### src/hdl/utf8d_pkg.sv
// Shared types and constants of the UTF-8 byte stream decoder.
// Used by the front, the queue and the back; depends on nothing.
package utf8d_pkg;

    localparam int QUEUE_DEPTH = 4;
    localparam int QUEUE_AW    = $clog2(QUEUE_DEPTH);

    localparam int BYTE_W = 8;
    localparam int CP_W   = 21;
    localparam int ST_W   = 3;

    // Byte classes, fixed by the front from the byte value and the end marker alone.
    typedef enum logic [2:0] {
        CLS_ASCII = 3'd0,
        CLS_LEAD2 = 3'd1,
        CLS_LEAD3 = 3'd2,
        CLS_LEAD4 = 3'd3,
        CLS_CONT  = 3'd4,
        CLS_BAD   = 3'd5,
        CLS_END   = 3'd6
    } t_class;

    typedef enum logic [ST_W-1:0] {
        ST_OK       = 3'd0,
        ST_EOF      = 3'd1,
        ST_BAD_LEAD = 3'd2,
        ST_BAD_CONT = 3'd3,
        ST_TRUNC    = 3'd4
    } t_status;

    typedef struct packed {
        t_class            cls;
        logic [BYTE_W-1:0] byte_value;
    } t_entry;

    typedef struct packed {
        logic [CP_W-1:0] scalar_value;
        t_status         status;
        logic            last_of_run;
    } t_result;

    // Queue status seen by the front.
    typedef struct packed {
        logic full;
    } t_queue_status;

endpackage

### src/hdl/utf8d_in_if.sv
// Input channel of the decoder: one byte or an end-of-stream marker per item.
// Depends on nothing.
interface utf8d_in_if;
    logic       valid;
    logic       ready;
    logic [7:0] byte_value;
    logic       end_marker;

    modport source (output valid, output byte_value, output end_marker, input ready);
    modport sink   (input valid, input byte_value, input end_marker, output ready);
endinterface

### src/hdl/utf8d_out_if.sv
// Output channel of the decoder: one decoded result per item.
// Depends on nothing.
interface utf8d_out_if;
    logic        valid;
    logic        ready;
    logic [20:0] scalar_value;
    logic [2:0]  status;
    logic        last_of_run;

    modport source (output valid, output scalar_value, output status, output last_of_run,
                    input ready);
    modport sink   (input valid, input scalar_value, input status, input last_of_run,
                    output ready);
endinterface

### src/hdl/utf8_byte_stream_decoder_unit.sv
// Channel     Dir  Payload                                    Handshake
// i_in_chan   in   byte_value[7:0], end_marker                valid/ready
// o_out_chan  out  scalar_value[20:0], status[2:0], last_of_run valid/ready
//
// One input item is taken per cycle while the queue is not full; results leave from a registered output.
// A bad continuation byte that also yields a lead result gives two results;
// the second waits in a pending register behind the single output register.
// Reset is synchronous and clears the sequence state, the queue and the output.
// A four-item queue between front and back absorbs output stalls.
//
// Top level of the UTF-8 byte stream decoder: front, queue and back.
// Depends on utf8d_pkg, utf8d_in_if, utf8d_out_if and the three submodules.
module utf8_byte_stream_decoder_unit (
    input  logic        i_clk,
    input  logic        i_rst_n,
    utf8d_in_if.sink    i_in_chan,
    utf8d_out_if.source o_out_chan
);

    logic                      push;
    utf8d_pkg::t_entry         push_entry;
    utf8d_pkg::t_queue_status  q_status;
    logic                      pop;
    logic                      head_valid;
    utf8d_pkg::t_entry         head_entry;

    utf8d_front u_front (
        .i_in_chan    (i_in_chan),
        .i_q_status   (q_status),
        .o_push       (push),
        .o_push_entry (push_entry)
    );

    utf8d_queue u_queue (
        .i_clk        (i_clk),
        .i_rst_n      (i_rst_n),
        .i_push       (push),
        .i_push_entry (push_entry),
        .o_status     (q_status),
        .i_pop        (pop),
        .o_head_valid (head_valid),
        .o_head_entry (head_entry)
    );

    utf8d_back u_back (
        .i_clk        (i_clk),
        .i_rst_n      (i_rst_n),
        .i_head_valid (head_valid),
        .i_head_entry (head_entry),
        .o_pop        (pop),
        .o_out_chan   (o_out_chan)
    );

endmodule

### src/hdl/utf8d_front.sv
// Front of the decoder: accepts input items and classes each byte.
// Depends on utf8d_pkg and utf8d_in_if.
module utf8d_front (
    utf8d_in_if.sink               i_in_chan,
    input  utf8d_pkg::t_queue_status i_q_status,
    output logic                   o_push,
    output utf8d_pkg::t_entry      o_push_entry
);

    utf8d_pkg::t_class cls;
    logic [7:0]        b;

    assign b = i_in_chan.byte_value;

    always_comb begin
        priority if (i_in_chan.end_marker) begin
            cls = utf8d_pkg::CLS_END;
        end else if (b <= 8'h7F) begin
            cls = utf8d_pkg::CLS_ASCII;
        end else if (b <= 8'hBF) begin
            cls = utf8d_pkg::CLS_CONT;
        end else if (b >= 8'hC2 && b <= 8'hDF) begin
            cls = utf8d_pkg::CLS_LEAD2;
        end else if (b >= 8'hE0 && b <= 8'hEF) begin
            cls = utf8d_pkg::CLS_LEAD3;
        end else if (b >= 8'hF0 && b <= 8'hF4) begin
            cls = utf8d_pkg::CLS_LEAD4;
        end else begin
            cls = utf8d_pkg::CLS_BAD;
        end
    end

    assign i_in_chan.ready         = ~i_q_status.full;
    assign o_push                  = i_in_chan.valid & ~i_q_status.full;
    assign o_push_entry.cls        = cls;
    assign o_push_entry.byte_value = b;

endmodule

### src/hdl/utf8d_queue.sv
// Short queue of classed items between the front and the back.
// Depends on utf8d_pkg.
module utf8d_queue (
    input  logic                      i_clk,
    input  logic                      i_rst_n,
    input  logic                      i_push,
    input  utf8d_pkg::t_entry         i_push_entry,
    output utf8d_pkg::t_queue_status  o_status,
    input  logic                      i_pop,
    output logic                      o_head_valid,
    output utf8d_pkg::t_entry         o_head_entry
);

    utf8d_pkg::t_entry                r_mem [utf8d_pkg::QUEUE_DEPTH];
    logic [utf8d_pkg::QUEUE_AW-1:0]   r_wr_ptr, n_wr_ptr;
    logic [utf8d_pkg::QUEUE_AW-1:0]   r_rd_ptr, n_rd_ptr;
    logic [utf8d_pkg::QUEUE_AW:0]     r_count, n_count;

    always_comb begin
        n_wr_ptr = r_wr_ptr;
        n_rd_ptr = r_rd_ptr;
        n_count  = r_count;
        if (i_push) begin
            n_wr_ptr = r_wr_ptr + 1'b1;
        end
        if (i_pop) begin
            n_rd_ptr = r_rd_ptr + 1'b1;
        end
        unique case ({i_push, i_pop})
            2'b10:   n_count = r_count + 1'b1;
            2'b01:   n_count = r_count - 1'b1;
            default: n_count = r_count;
        endcase
    end

    always_ff @(posedge i_clk) begin
        if (!i_rst_n) begin
            r_wr_ptr <= '0;
            r_rd_ptr <= '0;
            r_count  <= '0;
        end else begin
            r_wr_ptr <= n_wr_ptr;
            r_rd_ptr <= n_rd_ptr;
            r_count  <= n_count;
        end
    end

    always_ff @(posedge i_clk) begin
        if (i_push) begin
            r_mem[r_wr_ptr] <= i_push_entry;
        end
    end

    assign o_status.full = (r_count == (utf8d_pkg::QUEUE_AW+1)'(utf8d_pkg::QUEUE_DEPTH));
    assign o_head_valid  = (r_count != '0);
    assign o_head_entry  = r_mem[r_rd_ptr];

endmodule

### src/hdl/utf8d_back.sv
// Back of the decoder: runs the sequence state and emits results.
// Depends on utf8d_pkg and utf8d_out_if.
module utf8d_back (
    input  logic              i_clk,
    input  logic              i_rst_n,
    input  logic              i_head_valid,
    input  utf8d_pkg::t_entry i_head_entry,
    output logic              o_pop,
    utf8d_out_if.source       o_out_chan
);

    logic [1:0]             r_remain, n_remain;
    logic [20:0]            r_acc, n_acc;
    logic                   r_out_valid, n_out_valid;
    utf8d_pkg::t_result     r_out, n_out;
    logic                   r_pend_valid, n_pend_valid;
    utf8d_pkg::t_result     r_pend, n_pend;

    logic                   can_load;
    logic [7:0]             b;
    logic                   lead_res;
    utf8d_pkg::t_result     lead_r;
    logic [1:0]             lead_rem;
    logic [20:0]            lead_acc;
    logic [20:0]            cont_acc;
    logic                   res1_v, res2_v;
    utf8d_pkg::t_result     res1, res2;

    assign b        = i_head_entry.byte_value;
    assign can_load = ~r_out_valid | o_out_chan.ready;
    // A held second result goes out before the next item is taken.
    assign o_pop    = i_head_valid & can_load & ~r_pend_valid;
    assign cont_acc = {r_acc[14:0], b[5:0]};

    // Decoding of the byte as a lead byte, used while idle and after a broken sequence.
    always_comb begin
        lead_res = 1'b0;
        lead_r   = '{scalar_value: '0, status: utf8d_pkg::ST_BAD_LEAD, last_of_run: 1'b1};
        lead_rem = 2'd0;
        lead_acc = '0;
        unique case (i_head_entry.cls)
            utf8d_pkg::CLS_ASCII: begin
                lead_res = 1'b1;
                lead_r   = '{scalar_value: {14'd0, b[6:0]}, status: utf8d_pkg::ST_OK,
                             last_of_run: 1'b1};
            end
            utf8d_pkg::CLS_LEAD2: begin
                lead_rem = 2'd1;
                lead_acc = {16'd0, b[4:0]};
            end
            utf8d_pkg::CLS_LEAD3: begin
                lead_rem = 2'd2;
                lead_acc = {17'd0, b[3:0]};
            end
            utf8d_pkg::CLS_LEAD4: begin
                lead_rem = 2'd3;
                lead_acc = {18'd0, b[2:0]};
            end
            default: begin
                lead_res = 1'b1;
            end
        endcase
    end

    always_comb begin
        n_remain = r_remain;
        n_acc    = r_acc;
        res1_v   = 1'b0;
        res2_v   = 1'b0;
        res1     = '{scalar_value: '0, status: utf8d_pkg::ST_OK, last_of_run: 1'b1};
        res2     = lead_r;
        priority if (i_head_entry.cls == utf8d_pkg::CLS_END) begin
            res1_v        = 1'b1;
            res1.status   = (r_remain == 2'd0) ? utf8d_pkg::ST_EOF : utf8d_pkg::ST_TRUNC;
            n_remain      = 2'd0;
            n_acc         = '0;
        end else if (r_remain == 2'd0) begin
            res1_v   = lead_res;
            res1     = lead_r;
            n_remain = lead_rem;
            n_acc    = lead_acc;
        end else if (i_head_entry.cls == utf8d_pkg::CLS_CONT) begin
            n_remain = r_remain - 2'd1;
            n_acc    = cont_acc;
            if (r_remain == 2'd1) begin
                res1_v            = 1'b1;
                res1.scalar_value = cont_acc;
                n_acc             = '0;
            end
        end else begin
            // Broken sequence: report it, then take the byte as a new lead.
            res1_v           = 1'b1;
            res1.status      = utf8d_pkg::ST_BAD_CONT;
            res1.last_of_run = ~lead_res;
            res2_v           = lead_res;
            n_remain         = lead_rem;
            n_acc            = lead_acc;
        end
    end

    always_comb begin
        n_out_valid  = r_out_valid;
        n_out        = r_out;
        n_pend_valid = r_pend_valid;
        n_pend       = r_pend;
        if (can_load) begin
            n_out_valid = 1'b0;
            if (r_pend_valid) begin
                n_out_valid  = 1'b1;
                n_out        = r_pend;
                n_pend_valid = 1'b0;
            end else if (o_pop) begin
                n_out_valid  = res1_v;
                n_out        = res1;
                n_pend_valid = res2_v;
                n_pend       = res2;
            end
        end
    end

    always_ff @(posedge i_clk) begin
        if (!i_rst_n) begin
            r_remain     <= 2'd0;
            r_acc        <= '0;
            r_out_valid  <= 1'b0;
            r_pend_valid <= 1'b0;
        end else begin
            if (o_pop) begin
                r_remain <= n_remain;
                r_acc    <= n_acc;
            end
            r_out_valid  <= n_out_valid;
            r_pend_valid <= n_pend_valid;
        end
    end

    always_ff @(posedge i_clk) begin
        r_out  <= n_out;
        r_pend <= n_pend;
    end

    assign o_out_chan.valid        = r_out_valid;
    assign o_out_chan.scalar_value = r_out.scalar_value;
    assign o_out_chan.status       = r_out.status;
    assign o_out_chan.last_of_run  = r_out.last_of_run;

endmodule

### src/flat_wrapper.sv
// flat-port wrapper written by rule: the top's interface ports become plain ports
module utf8_byte_stream_decoder_unit_flat 
  (i_clk, i_rst_n, i_in_chan_valid, i_in_chan_byte_value, i_in_chan_end_marker, i_in_chan_ready, o_out_chan_valid, o_out_chan_scalar_value, o_out_chan_status, o_out_chan_last_of_run, o_out_chan_ready);
  utf8d_in_if i_in_chan_i ();
  utf8d_out_if o_out_chan_i ();
  input  logic i_clk;
  input  logic i_rst_n;
  input wire logic [$bits(i_in_chan_i.valid)-1:0] i_in_chan_valid;
  input wire logic [$bits(i_in_chan_i.byte_value)-1:0] i_in_chan_byte_value;
  input wire logic [$bits(i_in_chan_i.end_marker)-1:0] i_in_chan_end_marker;
  output wire logic [$bits(i_in_chan_i.ready)-1:0] i_in_chan_ready;
  output wire logic [$bits(o_out_chan_i.valid)-1:0] o_out_chan_valid;
  output wire logic [$bits(o_out_chan_i.scalar_value)-1:0] o_out_chan_scalar_value;
  output wire logic [$bits(o_out_chan_i.status)-1:0] o_out_chan_status;
  output wire logic [$bits(o_out_chan_i.last_of_run)-1:0] o_out_chan_last_of_run;
  input wire logic [$bits(o_out_chan_i.ready)-1:0] o_out_chan_ready;
  assign i_in_chan_i.valid = i_in_chan_valid;
  assign i_in_chan_i.byte_value = i_in_chan_byte_value;
  assign i_in_chan_i.end_marker = i_in_chan_end_marker;
  assign i_in_chan_ready = i_in_chan_i.ready;
  assign o_out_chan_valid = o_out_chan_i.valid;
  assign o_out_chan_scalar_value = o_out_chan_i.scalar_value;
  assign o_out_chan_status = o_out_chan_i.status;
  assign o_out_chan_last_of_run = o_out_chan_i.last_of_run;
  assign o_out_chan_i.ready = o_out_chan_ready;
  utf8_byte_stream_decoder_unit u_core (.i_clk(i_clk), .i_rst_n(i_rst_n), .i_in_chan(i_in_chan_i), .o_out_chan(o_out_chan_i));
endmodule
### config.mk
export PLATFORM = sky130hd
export DESIGN_NAME = utf8_byte_stream_decoder_unit_flat
export DESIGN_NICKNAME = d
export VERILOG_FILES = /design/src/hdl/utf8d_pkg.sv /design/src/hdl/utf8d_in_if.sv /design/src/hdl/utf8d_out_if.sv /design/src/hdl/utf8_byte_stream_decoder_unit.sv /design/src/hdl/utf8d_front.sv /design/src/hdl/utf8d_queue.sv /design/src/hdl/utf8d_back.sv /design/src/flat_wrapper.sv
export SDC_FILE = /design/constraint.sdc
export NUM_CORES = 1
export LEC_CHECK = 0
export BUFFER_PORTS_ARGS = -buffer_cell sky130_fd_sc_hd__buf_4
export CORE_ASPECT_RATIO = 1.75
export CORE_MARGIN = 4
export CORE_UTILIZATION = 50
export CTS_BUF_LIST = sky130_fd_sc_hd__clkbuf_16
export DETAILED_ROUTE_END_ITERATION = 8
export HOLD_SLACK_MARGIN = 0.1
export PLACE_DENSITY = 0.66
export SETUP_SLACK_MARGIN = 0.2
export SYNTH_ARGS = -nofsm -noshare
export SYNTH_HDL_FRONTEND = slang
export SYNTH_SLANG_ARGS = --single-unit
### constraint.sdc
create_clock -name i_clk -period 3.23 [get_ports i_clk]
set_input_delay 0.4845 -clock i_clk [delete_from_list [all_inputs] [get_ports i_clk]]
set_output_delay 0.4845 -clock i_clk [all_outputs]
set_load 0.01 [all_outputs]
==> key figures <==
Outcome
  – Status: complete, no violations

Synthesis
  – Synth cell count leaders: edfxtp_1 (73), dfxtp_1 (28), and2_1 (22)
  – Yosys reg bits: 101
  – Post-Synthesis Cells: 298
  – Main synth FF type: edfxtp_1
  – Synthesized Nets: 319
  – Top-count cell post-synth: edfxtp_1
  – Largest cells by area after synthesis: edfxtp_1 (52%), dfxtp_1 (13%), mux4_1 (4.4%)
  – Synth area leader: edfxtp_1
  – Syn Std Cell Area: approximately 0.0042 mm2
  – Area share of the largest cell type after synthesis: 52.0%
  – Synth warn: 0
  – Seq/Total Area, Yosys: 65.3%
  – EDFF count, synth: 73
  – Synth cell types: 55
  – Syn_area_per_cell: around 14 um2
  – Asr flop ratio synth: 0%

STA
  – Peak Freq: 401 MHz
  – Worst slew pin tran: approximately 0.7 ns
  – Slew Viols, Final: 0
  – Post-route clock skew: 0.00989 ns
  – Hold Vio Cnt, Final: 0
  – RSZ-0062 raised after global routing: false
  – Final worst slack: 0.734 ns
  – Tmin final: 2.50 ns
  – Setup Viol. Count Final: 0
  – Final setup TNS: 0 ns
  – Fin crit share: between 70% and 80%
  – Max-slew headroom: 53.5%

Critical path
  – WP data required: approximately 3.5 ns
  – Reg2Reg Setup Slack: approximately 0.73 ns
  – CP Data Arrival Time: 2.75 ns
  – CP max FO: 4
  – Crit-path cells: nor3_1 > or3_1 > clkinv_1 > ha_1 > fa_1 > xnor2_1 > or3_1 > a21oi_1
  – Reg2reg path depth: 8
  – Slowest CP cell: nor3_1
  – Worst Setup End Kind: register
  – Worst r2r src: u_core.u_queue.r_count[0]
  – Startpoint Class: register
  – Worst path max stage delay: 0.47 ns
  – Most frequent CP cell: or3_1
  – Crit Path Category: reg2reg
  – FF-to-FF End: u_core.u_queue.r_count[2]

Worst hold path
  – WHS Endpoint: u_core.u_queue.r_mem[2][0]
  – Hold Path Depth: 1
  – Min-Delay Path Class: in2reg
  – Hold_sp: i_in_chan_byte_value[0]

Floorplanning
  – Die ar.: 0.0100 mm2
  – Std-Cell Rows: 44
  – CORE AREA: 0.00826 mm2
  – Starting density of the core: approximately half
  – Io pins: 40
  – Die span in x: 77.4 um
  – Die H: 129 um

Power
  – Combinational power share: 32.9%
  – Clock power share: 23.7%
  – Peak supply drop: between 400 and 500 uV
  – Sw frac: ~33%
  – Static leakage: approximately 0.0018 uW
  – Reg power frac: around 43%
  – Switching power: 1480 uW
  – Internal power: 3070 uW
  – Pwr/cell area: 932 mW/mm2

Place
  – Cell Area, Placed: 0.00457 mm2
  – Dpl ws: 0.670 ns
  – # port buffers: 39
  – HPWL after detailed placement: 5310 um
  – Placer Congestion: 0.827

Clock network
  – CTS H-tree lvls: 3
  – CTS clk-pin slew, worst paths: 0.07 ns
  – Clock Root Buffer: clkbuf_16
  – CTS tree: built
  – # Post-CTS Setup Buffers: 0
  – Clk sinks: between 100 and 150
  – CTS resizes: 0
  – Clock Latency Late Sink: ~0.34 ns
  – Cts bufs inserted: 9
  – Hold Buf Count CTS: 0
  – CTS max path bufs: 2

Finish
  – Fin area: around 0.005 mm2
  – Share of cells above drive strength 1: 21.9%
  – Reg area: 0.00275 mm2
  – Ant. Diodes: 0
  – Multi-input gate area: about 0.0013 mm2
  – Total Nets Final: 358
  – Area delta synth->final: 15.8%
  – Filler cell count: 677

Drt
  – Post-route ant nets: 0
  – Total number of vias: 2404
  – DRT iter0 DRCs: 180
  – Via/cell ratio: 5.54
  – Drt wl/cell: 16.9 um
  – Residual DRC: 0
  – Drt first pass iters: 4
  – Drt total wl: 7350 um

GRT
  – Total track usage: 15.8%
  – First-pass GRT wire length: 11900 um
  – Largest net degree at the start of global routing: 26
  – Initial antenna violation count: 0
  – Total congestion overflow: 0
  – Number of global-route vias before repair: 2431

Run
  – Maxcap violations: 0
## worst max-delay path: cells and delay by family (launching register included)
| family | cells | cell delay, ns |
|---|---|---|
| compound gates | 1 | 0.16 |
| xor+xnor | 1 | 0.14 |
| flops | 1 | 0.36 |
| buf+inv | 1 | 0.09 |
| fa+ha+maj | 2 | 0.69 |
| simple gates | 3 | 0.99 |
## metal layers
| layer | share of wire, % | wire length, um | GRT usage (%) | vias to the layer above |
|---|---|---|---|---|
| li1 | - | - | - | 1180 |
| met1 | 37 | 2750 | 16.2 | 1166 |
| met2 | 57 | 4170 | 30.4 | 49 |
| met3 | 3.7 | 274 | 3.06 | 9 |
| met4 | 2.0 | 149 | 7.55 | 0 |
| met5 | 0 | 0 | 0 | - |
## flip-flops by register name (all words and copies together) (netlist names), named ones only
register / count
u_core.u_queue.r_mem: 40
u_core.u_back.o_out_chan.scalar_value: 21
u_core.u_back.r_acc: 15
u_core.u_back.r_pend: 8
u_core.u_back.o_out_chan.status: 3
u_core.u_queue.r_count: 3
u_core.u_back.r_remain: 2
u_core.u_queue.r_rd_ptr: 2
u_core.u_queue.r_wr_ptr: 2
u_core.u_back.o_out_chan.last_of_run: 1
u_core.u_back.o_out_chan.valid: 1
u_core.u_back.r_pend_valid: 1
## power by group through the flow
| stage | sequential, uW | combinational (uW) | clock (uW) |
|---|---|---|---|
| 5_1_grt | 2010 | 1660 | 1160 |
| 3_5_place_dp | 2000 | 1520 | 0 |
| 2_1_floorplan | 2030 | 970 | 0 |
| 4_1_cts | 1980 | 1530 | 1100 |
| 3_3_place_gp | 1990 | 1500 | 0 |
| 6_report | 1970 | 1500 | 1080 |
## worst max path at each step
stage                                endpoint  slack [ns]                       from
finish              u_core.u_queue.r_count[2]        0.73  u_core.u_queue.r_count[0]
CTS                 u_core.u_queue.r_count[2]        0.71  u_core.u_queue.r_count[0]
detailed placement  u_core.u_queue.r_count[2]        0.67           o_out_chan_ready
global placement    u_core.u_queue.r_count[2]        0.76           o_out_chan_ready
floorplan           u_core.u_queue.r_count[2]        0.70           o_out_chan_ready
global route        u_core.u_queue.r_count[2]        0.57  u_core.u_queue.r_count[0]
## cells by family (layout without fill, tap and decap cells)
logic type | count (synthesis) | count (layout) | synth area share [%]
buffers and inverters | 28 | 72 | 3.27
adder cells (fa/ha/maj) | 8 | 8 | 2.55
multiplexers | 14 | 14 | 6.98
XOR/XNOR | 6 | 6 | 1.25
flip-flops | 101 | 101 | 65.3
AO/OA/AOI/OAI | 45 | 45 | 7.25
AND/OR/NAND/NOR | 96 | 96 | 13.4
## metrics by stage
step	hold WS [ns]	utilization (%)	cells	total power (uW)
floorplan	0.427	-	298	3000
global placement	0.433	55.3	418	3490
detailed placement	0.439	55.3	418	3520
CTS	0.348	59.1	434	4600
global route	0.348	59.1	434	4830
finish	0.357	59.1	434	4550
## area by class of cell
| class | instances | area share, % |
|---|---|---|
| Clock buffer | 11 | 5.64 |
| Clock inverter | 5 | 0.769 |
| Inverter | 13 | 1.00 |
| Multi-Input combinational cell | 169 | 27.2 |
| Sequential cell | 101 | 56.4 |
| Tap cell | 92 | 2.36 |
| Timing Repair Buffer | 43 | 6.62 |
## cell usage in the layout (no fill, tap or decap), drive strengths merged, types with 2 or more instances in the layout
cell type,instances
dfxtp,28
nor4b,2
and2,23
nor3,5
nand2,20
mux4,10
or3,3
o21ai,9
clkinv,4
inv,14
buf,43
a21oi,15
edfxtp,73
a22o,6
nor2b,5
mux2,2
nand3,15
mux2i,2
nor2,12
and3,5
ha,7
or2,2
xnor2,5
clkbuf,11
(Power assumes the default switching activity.)
